<file path="src/rtl/core/glw_pkg.sv">
// Shared types and constants for the grid line walk block.
// No dependencies; compiled first.
package glw_pkg;

  // Default edge length of the square occupancy grid.
  localparam int unsigned GRID_SIZE_DEF = 32;

  // Width of every coordinate field on the command channel.
  localparam int unsigned COORD_W = 5;

  typedef enum logic {
    OP_DRAW  = 1'b0,
    OP_SIGHT = 1'b1
  } opcode_e;

  // Controller to datapath commands.
  typedef struct packed {
    logic load;      // capture a new command
    logic rd_start;  // read the bitmap row of the start cell
    logic step;      // visit current cell, advance the walk
    logic rd_next;   // read the bitmap row of the next cell
    logic block;     // sight hit a set cell
    logic emit;      // load the result register
  } ctrl_cmd_t;

  // Datapath to controller status.
  typedef struct packed {
    logic start_done;  // start cell equals end cell
    logic hit;         // sight command found a set cell
    logic leave;       // next cell falls outside the grid
    logic next_done;   // next cell is the end cell or visit limit reached
  } dp_status_t;

endpackage

</file>
<file path="src/rtl/core/glw_if.sv">
// Valid/ready channel interfaces for commands and results.
// Depends on glw_pkg.
interface glw_cmd_if;
  import glw_pkg::*;

  logic               valid;
  logic               ready;
  logic               opcode;
  logic [COORD_W-1:0] start_row;
  logic [COORD_W-1:0] start_col;
  logic [COORD_W-1:0] end_row;
  logic [COORD_W-1:0] end_col;

  modport source (
    output valid, opcode, start_row, start_col, end_row, end_col,
    input  ready
  );
  modport sink (
    input  valid, opcode, start_row, start_col, end_row, end_col,
    output ready
  );
endinterface

interface glw_res_if;
  logic valid;
  logic ready;
  logic echoed_opcode;
  logic visible;

  modport source (
    output valid, echoed_opcode, visible,
    input  ready
  );
  modport sink (
    input  valid, echoed_opcode, visible,
    output ready
  );
endinterface

</file>
<file path="src/rtl/core/grid_line_walk_draw_and_sight.sv">
// Top level of the grid line walk block: draw and line-of-sight commands.
// Depends on glw_pkg, glw_if, glw_ctrl, glw_dp (which holds glw_ram).
//
// The block keeps a GRID_SIZE x GRID_SIZE occupancy bitmap, all clear after
// reset; no clearing pass is needed since each bitmap row carries a valid
// flop and a row never written reads as clear. A command transaction on
// cmd_i gives an opcode (draw or sight) plus start and end cells; the block
// walks from start toward end, choosing column, row or diagonal moves from
// the signs of two cross products that are kept incrementally (adds only).
// Draw sets every visited cell, start included and end excluded; sight stops
// at the first set cell. Exactly one result transaction on res_o follows each
// command, with the opcode echoed and visible (0 for draw). A command walks
// over no cells when start equals end and at most 2*GRID_SIZE otherwise,
// counting the set cell at which a sight stops; the walk advances one cell
// per cycle, paced by the registered row read of the bitmap RAM, with the
// previous cycle's row write forwarded to the read. The next command is
// accepted once the current result has been placed in the output register,
// even if the sink has not yet taken it.
module grid_line_walk_draw_and_sight #(
  parameter int unsigned GRID_SIZE = glw_pkg::GRID_SIZE_DEF
) (
  input  logic         clk_i,
  input  logic         rst_ni,
  glw_cmd_if.sink      cmd_i,
  glw_res_if.source    res_o
);
  import glw_pkg::*;

  ctrl_cmd_t  cmd;
  dp_status_t status;

  // Sequencer: accept, start check, walk loop, result hand-off.
  glw_ctrl u_ctrl (
    .clk_i       (clk_i),
    .rst_ni      (rst_ni),
    .in_valid_i  (cmd_i.valid),
    .in_ready_o  (cmd_i.ready),
    .out_valid_o (res_o.valid),
    .out_ready_i (res_o.ready),
    .status_i    (status),
    .cmd_o       (cmd)
  );

  // Walk state, bitmap and result register.
  glw_dp #(
    .GRID_SIZE (GRID_SIZE)
  ) u_dp (
    .clk_i           (clk_i),
    .rst_ni          (rst_ni),
    .cmd_i           (cmd),
    .status_o        (status),
    .opcode_i        (cmd_i.opcode),
    .start_row_i     (cmd_i.start_row),
    .start_col_i     (cmd_i.start_col),
    .end_row_i       (cmd_i.end_row),
    .end_col_i       (cmd_i.end_col),
    .echoed_opcode_o (res_o.echoed_opcode),
    .visible_o       (res_o.visible)
  );

endmodule

</file>
<file path="src/rtl/core/glw_ram.sv">
// Generic single-write, single-read RAM with registered read data.
// No dependencies.
module glw_ram #(
  parameter int unsigned WIDTH = 32,
  parameter int unsigned DEPTH = 32,
  localparam int unsigned AW = (DEPTH > 1) ? $clog2(DEPTH) : 1
) (
  input  logic             clk_i,
  input  logic             we_i,
  input  logic [AW-1:0]    waddr_i,
  input  logic [WIDTH-1:0] wdata_i,
  input  logic             re_i,
  input  logic [AW-1:0]    raddr_i,
  output logic [WIDTH-1:0] rdata_o
);

  logic [WIDTH-1:0] mem_q [DEPTH];

  always_ff @(posedge clk_i) begin
    if (we_i) begin
      mem_q[waddr_i] <= wdata_i;
    end
    if (re_i) begin
      rdata_o <= mem_q[raddr_i];
    end
  end

endmodule

</file>
<file path="src/rtl/core/glw_ctrl.sv">
// Controller state machine for the grid line walk.
// Depends on glw_pkg; drives glw_dp through ctrl_cmd_t.
module glw_ctrl (
  input  logic                  clk_i,
  input  logic                  rst_ni,
  input  logic                  in_valid_i,
  output logic                  in_ready_o,
  output logic                  out_valid_o,
  input  logic                  out_ready_i,
  input  glw_pkg::dp_status_t   status_i,
  output glw_pkg::ctrl_cmd_t    cmd_o
);
  import glw_pkg::*;

  typedef enum logic [3:0] {
    S_IDLE  = 4'b0001,
    S_START = 4'b0010,
    S_WALK  = 4'b0100,
    S_DONE  = 4'b1000
  } state_e;

  state_e state_q, state_d;
  logic   out_valid_q, out_valid_d;

  always_comb begin
    state_d = state_q;
    cmd_o   = '0;
    unique case (state_q)
      S_IDLE: begin
        if (in_valid_i) begin
          cmd_o.load = 1'b1;
          state_d    = S_START;
        end
      end
      S_START: begin
        if (status_i.start_done) begin
          state_d = S_DONE;
        end else begin
          cmd_o.rd_start = 1'b1;
          state_d        = S_WALK;
        end
      end
      S_WALK: begin
        if (status_i.hit) begin
          cmd_o.block = 1'b1;
          state_d     = S_DONE;
        end else begin
          cmd_o.step = 1'b1;
          if (status_i.leave || status_i.next_done) begin
            state_d = S_DONE;
          end else begin
            cmd_o.rd_next = 1'b1;
          end
        end
      end
      S_DONE: begin
        if (!out_valid_q || out_ready_i) begin
          cmd_o.emit = 1'b1;
          state_d    = S_IDLE;
        end
      end
      default: begin
        state_d = S_IDLE;
      end
    endcase
  end

  always_comb begin
    if (cmd_o.emit) begin
      out_valid_d = 1'b1;
    end else if (out_ready_i) begin
      out_valid_d = 1'b0;
    end else begin
      out_valid_d = out_valid_q;
    end
  end

  always_ff @(posedge clk_i or negedge rst_ni) begin
    if (!rst_ni) begin
      state_q     <= S_IDLE;
      out_valid_q <= 1'b0;
    end else begin
      state_q     <= state_d;
      out_valid_q <= out_valid_d;
    end
  end

  assign in_ready_o  = (state_q == S_IDLE);
  assign out_valid_o = out_valid_q;

endmodule

</file>
<file path="src/rtl/core/glw_dp.sv">
// Datapath for the grid line walk: walk position, incremental cross product,
// occupancy bitmap RAM with row valid bits. Depends on glw_pkg and glw_ram.
module glw_dp #(
  parameter int unsigned GRID_SIZE = glw_pkg::GRID_SIZE_DEF
) (
  input  logic                         clk_i,
  input  logic                         rst_ni,
  input  glw_pkg::ctrl_cmd_t           cmd_i,
  output glw_pkg::dp_status_t          status_o,
  input  logic                         opcode_i,
  input  logic [glw_pkg::COORD_W-1:0]  start_row_i,
  input  logic [glw_pkg::COORD_W-1:0]  start_col_i,
  input  logic [glw_pkg::COORD_W-1:0]  end_row_i,
  input  logic [glw_pkg::COORD_W-1:0]  end_col_i,
  output logic                         echoed_opcode_o,
  output logic                         visible_o
);
  import glw_pkg::*;

  localparam int unsigned CW    = (GRID_SIZE > 1) ? $clog2(GRID_SIZE) : 1;
  localparam int unsigned PW    = CW + 2;      // signed position / delta
  localparam int unsigned EW    = 2 * CW + 4;  // signed cross product
  localparam int unsigned LIMIT = 2 * GRID_SIZE;
  localparam int unsigned SW    = $clog2(LIMIT + 1);

  function automatic logic [CW-1:0] sat_coord(input logic [COORD_W-1:0] v);
    if (int'(v) >= int'(GRID_SIZE)) begin
      return CW'(GRID_SIZE - 1);
    end
    return CW'(v);
  endfunction

  // Command registers
  opcode_e               op_q;
  logic [CW-1:0]         br_q, bc_q;
  logic [CW-1:0]         r_q, c_q;
  logic signed [1:0]     sr_q, sc_q;
  logic signed [PW-1:0]  kr_q, kc_q;   // sr*dc and sc*dr
  logic signed [EW-1:0]  e_q;          // cross product at P1
  logic [SW-1:0]         steps_q;
  logic                  vis_q;
  logic                  out_op_q, out_vis_q;

  // Bitmap access
  logic [GRID_SIZE-1:0]  row_valid_q;
  logic                  fwd_hit_q;
  logic [GRID_SIZE-1:0]  fwd_data_q;
  logic                  rd_valid_q;
  logic [GRID_SIZE-1:0]  rdata;
  logic [GRID_SIZE-1:0]  row_cur;
  logic [GRID_SIZE-1:0]  wdata;
  logic                  we, re;
  logic [CW-1:0]         raddr;

  // Load-time values
  logic [CW-1:0]         ar, ac, br, bc;
  logic signed [PW-1:0]  dr, dc, kr_ld, kc_ld;
  logic signed [1:0]     sr_ld, sc_ld;

  // Step values
  logic signed [PW-1:0]  sr_ext, sc_ext, r_s, c_s, nr_s, nc_s;
  logic signed [EW-1:0]  kr_ext, kc_ext, e2, e_next;
  logic                  e1_zero, e2_zero, col_only, row_only;

  always_comb begin
    ar = sat_coord(start_row_i);
    ac = sat_coord(start_col_i);
    br = sat_coord(end_row_i);
    bc = sat_coord(end_col_i);
    dr = $signed({2'b00, br}) - $signed({2'b00, ar});
    dc = $signed({2'b00, bc}) - $signed({2'b00, ac});
    sr_ld = (br > ar) ? 2'sb01 : ((br < ar) ? 2'sb11 : 2'sb00);
    sc_ld = (bc > ac) ? 2'sb01 : ((bc < ac) ? 2'sb11 : 2'sb00);
    kr_ld = (br > ar) ? dc : ((br < ar) ? -dc : '0);
    kc_ld = (bc > ac) ? dr : ((bc < ac) ? -dr : '0);
  end

  // Next cell from the signs of the cross products at P1 and P2.
  always_comb begin
    sr_ext   = {{CW{sr_q[1]}}, sr_q};
    sc_ext   = {{CW{sc_q[1]}}, sc_q};
    kr_ext   = {{(EW-PW){kr_q[PW-1]}}, kr_q};
    kc_ext   = {{(EW-PW){kc_q[PW-1]}}, kc_q};
    e2       = e_q - kc_ext;
    e1_zero  = (e_q == '0);
    e2_zero  = (e2 == '0);
    col_only = !e1_zero && !e2_zero && (e_q[EW-1] == e2[EW-1]);
    row_only = !e1_zero && !e2_zero && (e_q[EW-1] != e2[EW-1]);
    r_s      = $signed({2'b00, r_q});
    c_s      = $signed({2'b00, c_q});
    nr_s     = col_only ? r_s : (r_s + sr_ext);
    nc_s     = row_only ? c_s : (c_s + sc_ext);
    e_next   = e_q + (col_only ? '0 : kr_ext) - (row_only ? '0 : kc_ext);
  end

  // Row as it stands: a row written in the read cycle is forwarded,
  // a row never written reads as clear.
  always_comb begin
    if (fwd_hit_q) begin
      row_cur = fwd_data_q;
    end else if (rd_valid_q) begin
      row_cur = rdata;
    end else begin
      row_cur = '0;
    end
  end

  assign we    = cmd_i.step && (op_q == OP_DRAW);
  assign wdata = row_cur | ({{(GRID_SIZE-1){1'b0}}, 1'b1} << c_q);
  assign re    = cmd_i.rd_start || cmd_i.rd_next;
  assign raddr = cmd_i.rd_next ? nr_s[CW-1:0] : r_q;

  always_comb begin
    status_o            = '0;
    status_o.start_done = (r_q == br_q) && (c_q == bc_q);
    status_o.hit        = (op_q == OP_SIGHT) && row_cur[c_q];
    status_o.leave      = (nr_s < 0) || (nr_s > $signed(PW'(GRID_SIZE - 1)))
                       || (nc_s < 0) || (nc_s > $signed(PW'(GRID_SIZE - 1)));
    status_o.next_done  = ((nr_s[CW-1:0] == br_q) && (nc_s[CW-1:0] == bc_q))
                       || (steps_q >= SW'(LIMIT - 1));
  end

  glw_ram #(
    .WIDTH (GRID_SIZE),
    .DEPTH (GRID_SIZE)
  ) u_bitmap (
    .clk_i   (clk_i),
    .we_i    (we),
    .waddr_i (r_q),
    .wdata_i (wdata),
    .re_i    (re),
    .raddr_i (raddr),
    .rdata_o (rdata)
  );

  always_ff @(posedge clk_i or negedge rst_ni) begin
    if (!rst_ni) begin
      row_valid_q <= '0;
    end else if (we) begin
      row_valid_q[r_q] <= 1'b1;
    end
  end

  always_ff @(posedge clk_i) begin
    if (re) begin
      fwd_hit_q  <= we && (r_q == raddr);
      fwd_data_q <= wdata;
      rd_valid_q <= row_valid_q[raddr];
    end
  end

  always_ff @(posedge clk_i) begin
    if (cmd_i.load) begin
      op_q    <= opcode_e'(opcode_i);
      br_q    <= br;
      bc_q    <= bc;
      r_q     <= ar;
      c_q     <= ac;
      sr_q    <= sr_ld;
      sc_q    <= sc_ld;
      kr_q    <= kr_ld;
      kc_q    <= kc_ld;
      e_q     <= {{(EW-PW){kr_ld[PW-1]}}, kr_ld};
      steps_q <= '0;
      vis_q   <= 1'b1;
    end else begin
      if (cmd_i.step) begin
        steps_q <= steps_q + SW'(1);
        if (!status_o.leave) begin
          r_q <= nr_s[CW-1:0];
          c_q <= nc_s[CW-1:0];
          e_q <= e_next;
        end
      end
      if (cmd_i.block) begin
        vis_q <= 1'b0;
      end
    end
    if (cmd_i.emit) begin
      out_op_q  <= op_q;
      out_vis_q <= (op_q == OP_SIGHT) ? vis_q : 1'b0;
    end
  end

  assign echoed_opcode_o = out_op_q;
  assign visible_o       = out_vis_q;

endmodule

</file>
<file path="src/flat_wrapper.sv">
// flat-port wrapper written by rule: the top's interface ports become plain ports
module grid_line_walk_draw_and_sight_flat import glw_pkg::*;
#(
  parameter int unsigned GRID_SIZE = glw_pkg::GRID_SIZE_DEF
)
  (clk_i, rst_ni, cmd_i_valid, cmd_i_opcode, cmd_i_start_row, cmd_i_start_col, cmd_i_end_row, cmd_i_end_col, cmd_i_ready, res_o_valid, res_o_echoed_opcode, res_o_visible, res_o_ready);
  glw_cmd_if cmd_i_i ();
  glw_res_if res_o_i ();
  input  logic clk_i;
  input  logic rst_ni;
  input wire logic [$bits(cmd_i_i.valid)-1:0] cmd_i_valid;
  input wire logic [$bits(cmd_i_i.opcode)-1:0] cmd_i_opcode;
  input wire logic [$bits(cmd_i_i.start_row)-1:0] cmd_i_start_row;
  input wire logic [$bits(cmd_i_i.start_col)-1:0] cmd_i_start_col;
  input wire logic [$bits(cmd_i_i.end_row)-1:0] cmd_i_end_row;
  input wire logic [$bits(cmd_i_i.end_col)-1:0] cmd_i_end_col;
  output wire logic [$bits(cmd_i_i.ready)-1:0] cmd_i_ready;
  output wire logic [$bits(res_o_i.valid)-1:0] res_o_valid;
  output wire logic [$bits(res_o_i.echoed_opcode)-1:0] res_o_echoed_opcode;
  output wire logic [$bits(res_o_i.visible)-1:0] res_o_visible;
  input wire logic [$bits(res_o_i.ready)-1:0] res_o_ready;
  assign cmd_i_i.valid = cmd_i_valid;
  assign cmd_i_i.opcode = cmd_i_opcode;
  assign cmd_i_i.start_row = cmd_i_start_row;
  assign cmd_i_i.start_col = cmd_i_start_col;
  assign cmd_i_i.end_row = cmd_i_end_row;
  assign cmd_i_i.end_col = cmd_i_end_col;
  assign cmd_i_ready = cmd_i_i.ready;
  assign res_o_valid = res_o_i.valid;
  assign res_o_echoed_opcode = res_o_i.echoed_opcode;
  assign res_o_visible = res_o_i.visible;
  assign res_o_i.ready = res_o_ready;
  grid_line_walk_draw_and_sight #(.GRID_SIZE(GRID_SIZE)) u_core (.clk_i(clk_i), .rst_ni(rst_ni), .cmd_i(cmd_i_i), .res_o(res_o_i));
endmodule
</file>
<file path="config.mk">
export PLATFORM = sky130hd
export DESIGN_NAME = grid_line_walk_draw_and_sight_flat
export DESIGN_NICKNAME = d
export VERILOG_FILES = /design/src/rtl/core/glw_pkg.sv /design/src/rtl/core/glw_if.sv /design/src/rtl/core/grid_line_walk_draw_and_sight.sv /design/src/rtl/core/glw_ram.sv /design/src/rtl/core/glw_ctrl.sv /design/src/rtl/core/glw_dp.sv /design/src/flat_wrapper.sv
export SDC_FILE = /design/constraint.sdc
export NUM_CORES = 2
export LEC_CHECK = 0
export BUFFER_PORTS_ARGS = -buffer_cell sky130_fd_sc_hd__buf_2
export CAP_MARGIN = 25
export CORE_ASPECT_RATIO = 1.25
export CORE_MARGIN = 3
export CORE_UTILIZATION = 40
export DETAILED_ROUTE_END_ITERATION = 6
export SLEW_MARGIN = 5
export SYNTH_ARGS = -nofsm -noshare
export SYNTH_HDL_FRONTEND = slang
export SYNTH_HIERARCHICAL = 1
export SYNTH_SLANG_ARGS = --single-unit
</file>
<file path="constraint.sdc">
create_clock -name clk_i -period 10.4 [get_ports clk_i]
set_clock_uncertainty 0.05 [all_clocks]
set_input_delay 3.12 -clock clk_i [delete_from_list [all_inputs] [get_ports clk_i]]
set_output_delay 3.12 -clock clk_i [all_outputs]
set_load 0.02 [all_outputs]
</file>
==> results <==
- The highest ir drop seen on vdd is 0.2507 mV.
- After legalization and detailed placement, the total HPWL measured 66240 microns.
- The type of element launching the critical path is a flip-flop.
- The post-CTS setup repair buffer count is 0.
- In this run, CTS created clock tree buffers numbering 110.
- The relative max-transition margin is 0.3435.
- The number of synthesized flops with an enable pin is between 1000 and 1500.
- The floorplan step set the die height to 401.2 microns.
- The number of gates resized after CTS was 0.
- The count of buffers added on input and output ports is 28.
- The global route total overflow is 0.
- The cell area power density is between 200 and 300 nW/um^2.
- The number of failing hold endpoints at the final stage came to 0.
- Setup repair after global routing left no endpoint under its margin.
- For the worst setup path, the data required time is approximately 11 ns.
- The accumulated negative setup slack is 0 ns.
- The first global-routing pass estimated approximately 180000 microns of wire.
- The most used flip-flop cell after synthesis is sky130_fd_sc_hd__edfxtp_1.
- Of the synthesized area, sequential elements account for 0.7098.
- The capturing element type of the critical path is a flip-flop.
- The most used standard cell by instance count after synthesis is sky130_fd_sc_hd__edfxtp_1.
- The insertion delay to the later sink of the worst-skew pair is approximately 0.73 ns.
- In this run the horizontal extent of the chip is around 320 microns.
- The peak fanout along the critical path is 120.
- The final antenna-violating net count is 0.
- In this run the count of I/O pins placed on the die edge is 29.
- The minimum setup slack after placement is about 2.2 ns.
- The first detailed-routing pass ran for 5 iterations.
- The worst setup path is of the reg2reg kind.
- Leaving out filler cells and counting taps, the final layout contains slightly below 5000.
- In this run the cell area of the synthesized design comes to roughly 50000 sq um.
- The count of clock tree sinks is 1190.
- The post-synthesis area per instance is about 16 sq um.
- The post-synthesis to final-layout area growth is 12.07%.
- The average vias per placed instance is 5.636.
- The H-tree was split into 3 levels.
- The cell at the root of the clock tree is sky130_fd_sc_hd__clkbuf_16.
- The maximum clock insertion buffer count is 3.
- The initial antenna violation count is 0.
- After layout, the minimum clock period comes to around 8.2 ns.
- The number of different library cells in the post-synthesis netlist is 78.
- The largest net degree at the start of global routing is 129.
- The number of antenna cells inserted is 0.
- The total number of vias is around 28000.
- The global placer's final weighted congestion is roughly 0.79.
- The area share of the largest cell type after synthesis is 0.6881.
- After the last flow step, the layout net total stands at ~3300.
- The number of global-route vias before repair is about 27000.
- The placeable core area is 123600 sq um.
- The leakage component of the power is 19.88 nW.
- The final count of pins violating max slew is 0.
- The detail-routed net length per standard cell is between 20 and 30 microns.
- By count the netlist is led by sky130_fd_sc_hd__edfxtp_1, sky130_fd_sc_hd__mux2i_1, sky130_fd_sc_hd__nand2_1, sky130_fd_sc_hd__a21oi_1, sky130_fd_sc_hd__a22oi_1.
- Counting every net in the synthesized netlist gives ~3300.
- The synthesized instance count is ~3200.
- For the worst setup path, the data arrival time is 8.61 ns.
- The worst path meets setup with 2.178 ns of slack.
- The placed instance count is 4700.
- The run finished with clean final reports.
- Of the available clock period, the critical path in the final layout requires 0.7905.
- The kind of path behind the tightest hold check is reg2reg.
- The final wirelength is between 100000 and 150000 microns.
- The floorplan step defined a die boundary enclosing 129200 sq um.
- The clock transition at the registers of the reported paths is 0.06 ns.
- TritonCTS built the clock tree.
- Static timing analysis puts the maximum clock frequency at around 120 MHz.
- The max-capacitance violation count is 0.
- The remaining routing DRC violations is 0.
- In this run, synthesis produced a sequential element count of 1190.
- The largest total area in the synthesized netlist belongs to sky130_fd_sc_hd__edfxtp_1.
- After synthesis, the share of flip-flops with an asynchronous set or reset is 0.03109.
- The overall fraction of global-route tracks in use is 0.1940.
- Buffers inserted to repair hold after CTS numbered 0.
- The actual transition at the worst max-transition pin is ~1 ns.
- In this run, the number of DRC markers left after iteration 0 of detailed routing was roughly 2600.
- Setup violations remaining at the end of the flow were counted as 0.
- The floorplan has 144 rows.
- The share of post-route cells with drive strength above 1 is 0.1134.
- The number of warnings issued by yosys is 6.
- By area the synthesized netlist is led by sky130_fd_sc_hd__edfxtp_1, sky130_fd_sc_hd__mux2i_1, sky130_fd_sc_hd__a22oi_1.
- The initial core utilization is 0.4043.
-- per-stage QoR --
step	hold slack (ns)	area (sq um)	power [W]	utilization
floorplan	0.3681	49970	0.01044	-
global placement	0.3759	52120	0.01192	0.4217
detailed placement	0.3911	52260	0.01200	0.4229
CTS	0.4064	55730	0.01593	0.4509
global route	0.4208	56000	0.01674	0.4531
finish	0.4028	56000	0.01589	0.4531
-- worst max-delay path, stage by stage, from the launching register on --
cell and delay [ns]:
sky130_fd_sc_hd__edfxtp_1 0.43, sky130_fd_sc_hd__inv_1 0.26, sky130_fd_sc_hd__ha_1 0.36, sky130_fd_sc_hd__nor3b_1 0.18, sky130_fd_sc_hd__a2111oi_1 0.31, sky130_fd_sc_hd__o21ai_1 0.12
sky130_fd_sc_hd__or4_4 0.54, sky130_fd_sc_hd__nor4_4 0.22, sky130_fd_sc_hd__a31o_1 0.75, sky130_fd_sc_hd__mux2i_1 0.36, sky130_fd_sc_hd__xnor2_1 0.15, sky130_fd_sc_hd__nor4_1 0.08
sky130_fd_sc_hd__or3_1 0.35, sky130_fd_sc_hd__nor4_4 0.49, sky130_fd_sc_hd__nor3b_2 0.70, sky130_fd_sc_hd__or2_1 0.54, sky130_fd_sc_hd__clkinv_16 0.43, sky130_fd_sc_hd__buf_12 0.44
sky130_fd_sc_hd__mux2i_1 0.34, sky130_fd_sc_hd__a22o_1 0.17, sky130_fd_sc_hd__nor3_1 0.05, sky130_fd_sc_hd__a31oi_1 0.22, sky130_fd_sc_hd__nand3_1 0.09
-- routing by layer --
metal	vias up	part of all wire	global-route usage
li1	12390	-	-
met1	14320	0.40	0.2498
met2	841	0.51	0.3382
met3	189	0.059	0.02667
met4	0	0.028	0.06244
met5	-	0	0
-- cell usage in the layout (no fill, tap or decap), types with 24 or more instances in the layout --
master,instances
sky130_fd_sc_hd__a22o_1,64
sky130_fd_sc_hd__buf_4,55
sky130_fd_sc_hd__nand2_1,150
sky130_fd_sc_hd__a21oi_1,133
sky130_fd_sc_hd__a21o_1,37
sky130_fd_sc_hd__buf_8,24
sky130_fd_sc_hd__edfxtp_1,1145
sky130_fd_sc_hd__xnor2_1,42
sky130_fd_sc_hd__dfrtp_1,36
sky130_fd_sc_hd__nor3_1,41
sky130_fd_sc_hd__clkinv_1,29
sky130_fd_sc_hd__nor2_1,52
sky130_fd_sc_hd__mux2i_1,528
sky130_fd_sc_hd__clkbuf_16,112
sky130_fd_sc_hd__inv_1,83
sky130_fd_sc_hd__nand3_1,114
sky130_fd_sc_hd__o21ai_0,40
sky130_fd_sc_hd__buf_2,28
sky130_fd_sc_hd__o21ai_2,26
sky130_fd_sc_hd__xor2_1,26
sky130_fd_sc_hd__a31oi_1,34
sky130_fd_sc_hd__nor2_4,33
sky130_fd_sc_hd__a22oi_1,129
sky130_fd_sc_hd__ha_1,52
-- flip-flops by register name, summed over array words and instances (netlist names), 4 cells and up --
| signal | flops |
|---|---|
| u_core/u_dp/u_bitmap/mem_q | 1024 |
| u_core/u_dp/fwd_data_q | 32 |
| u_core/u_dp/row_valid_q | 32 |
| u_core/u_dp/u_bitmap/rdata_o | 32 |
| u_core/u_dp/e_q | 14 |
| u_core/u_dp/kc_q | 7 |
| u_core/u_dp/kr_q | 7 |
| u_core/u_dp/steps_q | 7 |
| u_core/u_dp/bc_q | 5 |
| u_core/u_dp/br_q | 5 |
| u_core/u_dp/c_q | 5 |
| u_core/u_dp/r_q | 5 |
| u_core/u_ctrl/state_q | 4 |
-- kinds of logic (layout without fill, tap and decap cells) --
| family | Yosys count | after routing | share of synthesized area |
|---|---|---|---|
| flops | 1190 | 1190 | 0.7098 |
| compound gates | 544 | 544 | 0.07314 |
| mux | 543 | 543 | 0.1114 |
| simple gates | 498 | 498 | 0.04855 |
| buf+inv | 251 | 403 | 0.02531 |
| fa+ha+maj | 69 | 69 | 0.01983 |
| xor+xnor | 68 | 68 | 0.01192 |
-- where the power goes --
group	internal, W	switching (W)
clock network	0.00219	0.00174
registers	0.00601	0.000214
logic	0.00216	0.00358
total	0.0104	0.00553
-- path summary, 6_finish.rpt --
kind	start	end	slack [ns]	cells after the start
setup reg to reg	u_core/u_dp/kc_q[6]	u_core/u_dp/u_bitmap/rdata_o[29]	2.18	22
setup / recovery	u_core/u_dp/kc_q[6]	u_core/u_dp/u_bitmap/rdata_o[29]	2.18	22
hold reg to reg	u_core/u_dp/vis_q	u_core/u_dp/vis_q	0.40	1
min in group asynchronous	rst_ni	u_core/u_ctrl/state_q[2]	2.44	1
max in group asynchronous	rst_ni	u_core/u_dp/row_valid_q[9]	7.31	1
hold / removal	u_core/u_dp/vis_q	u_core/u_dp/vis_q	0.40	1
-- layout make-up --
type	count	area, sq um
fill	10680	67600
sequential	1190	35470
multi-input combinational	1722	13620
clock buffer	133	2882
tap	1606	2009
timing repair buffer	116	1092
clock inverter	70	589.3
inverter	84	341.6
No activity file was read; power rests on OpenSTA's default activity.
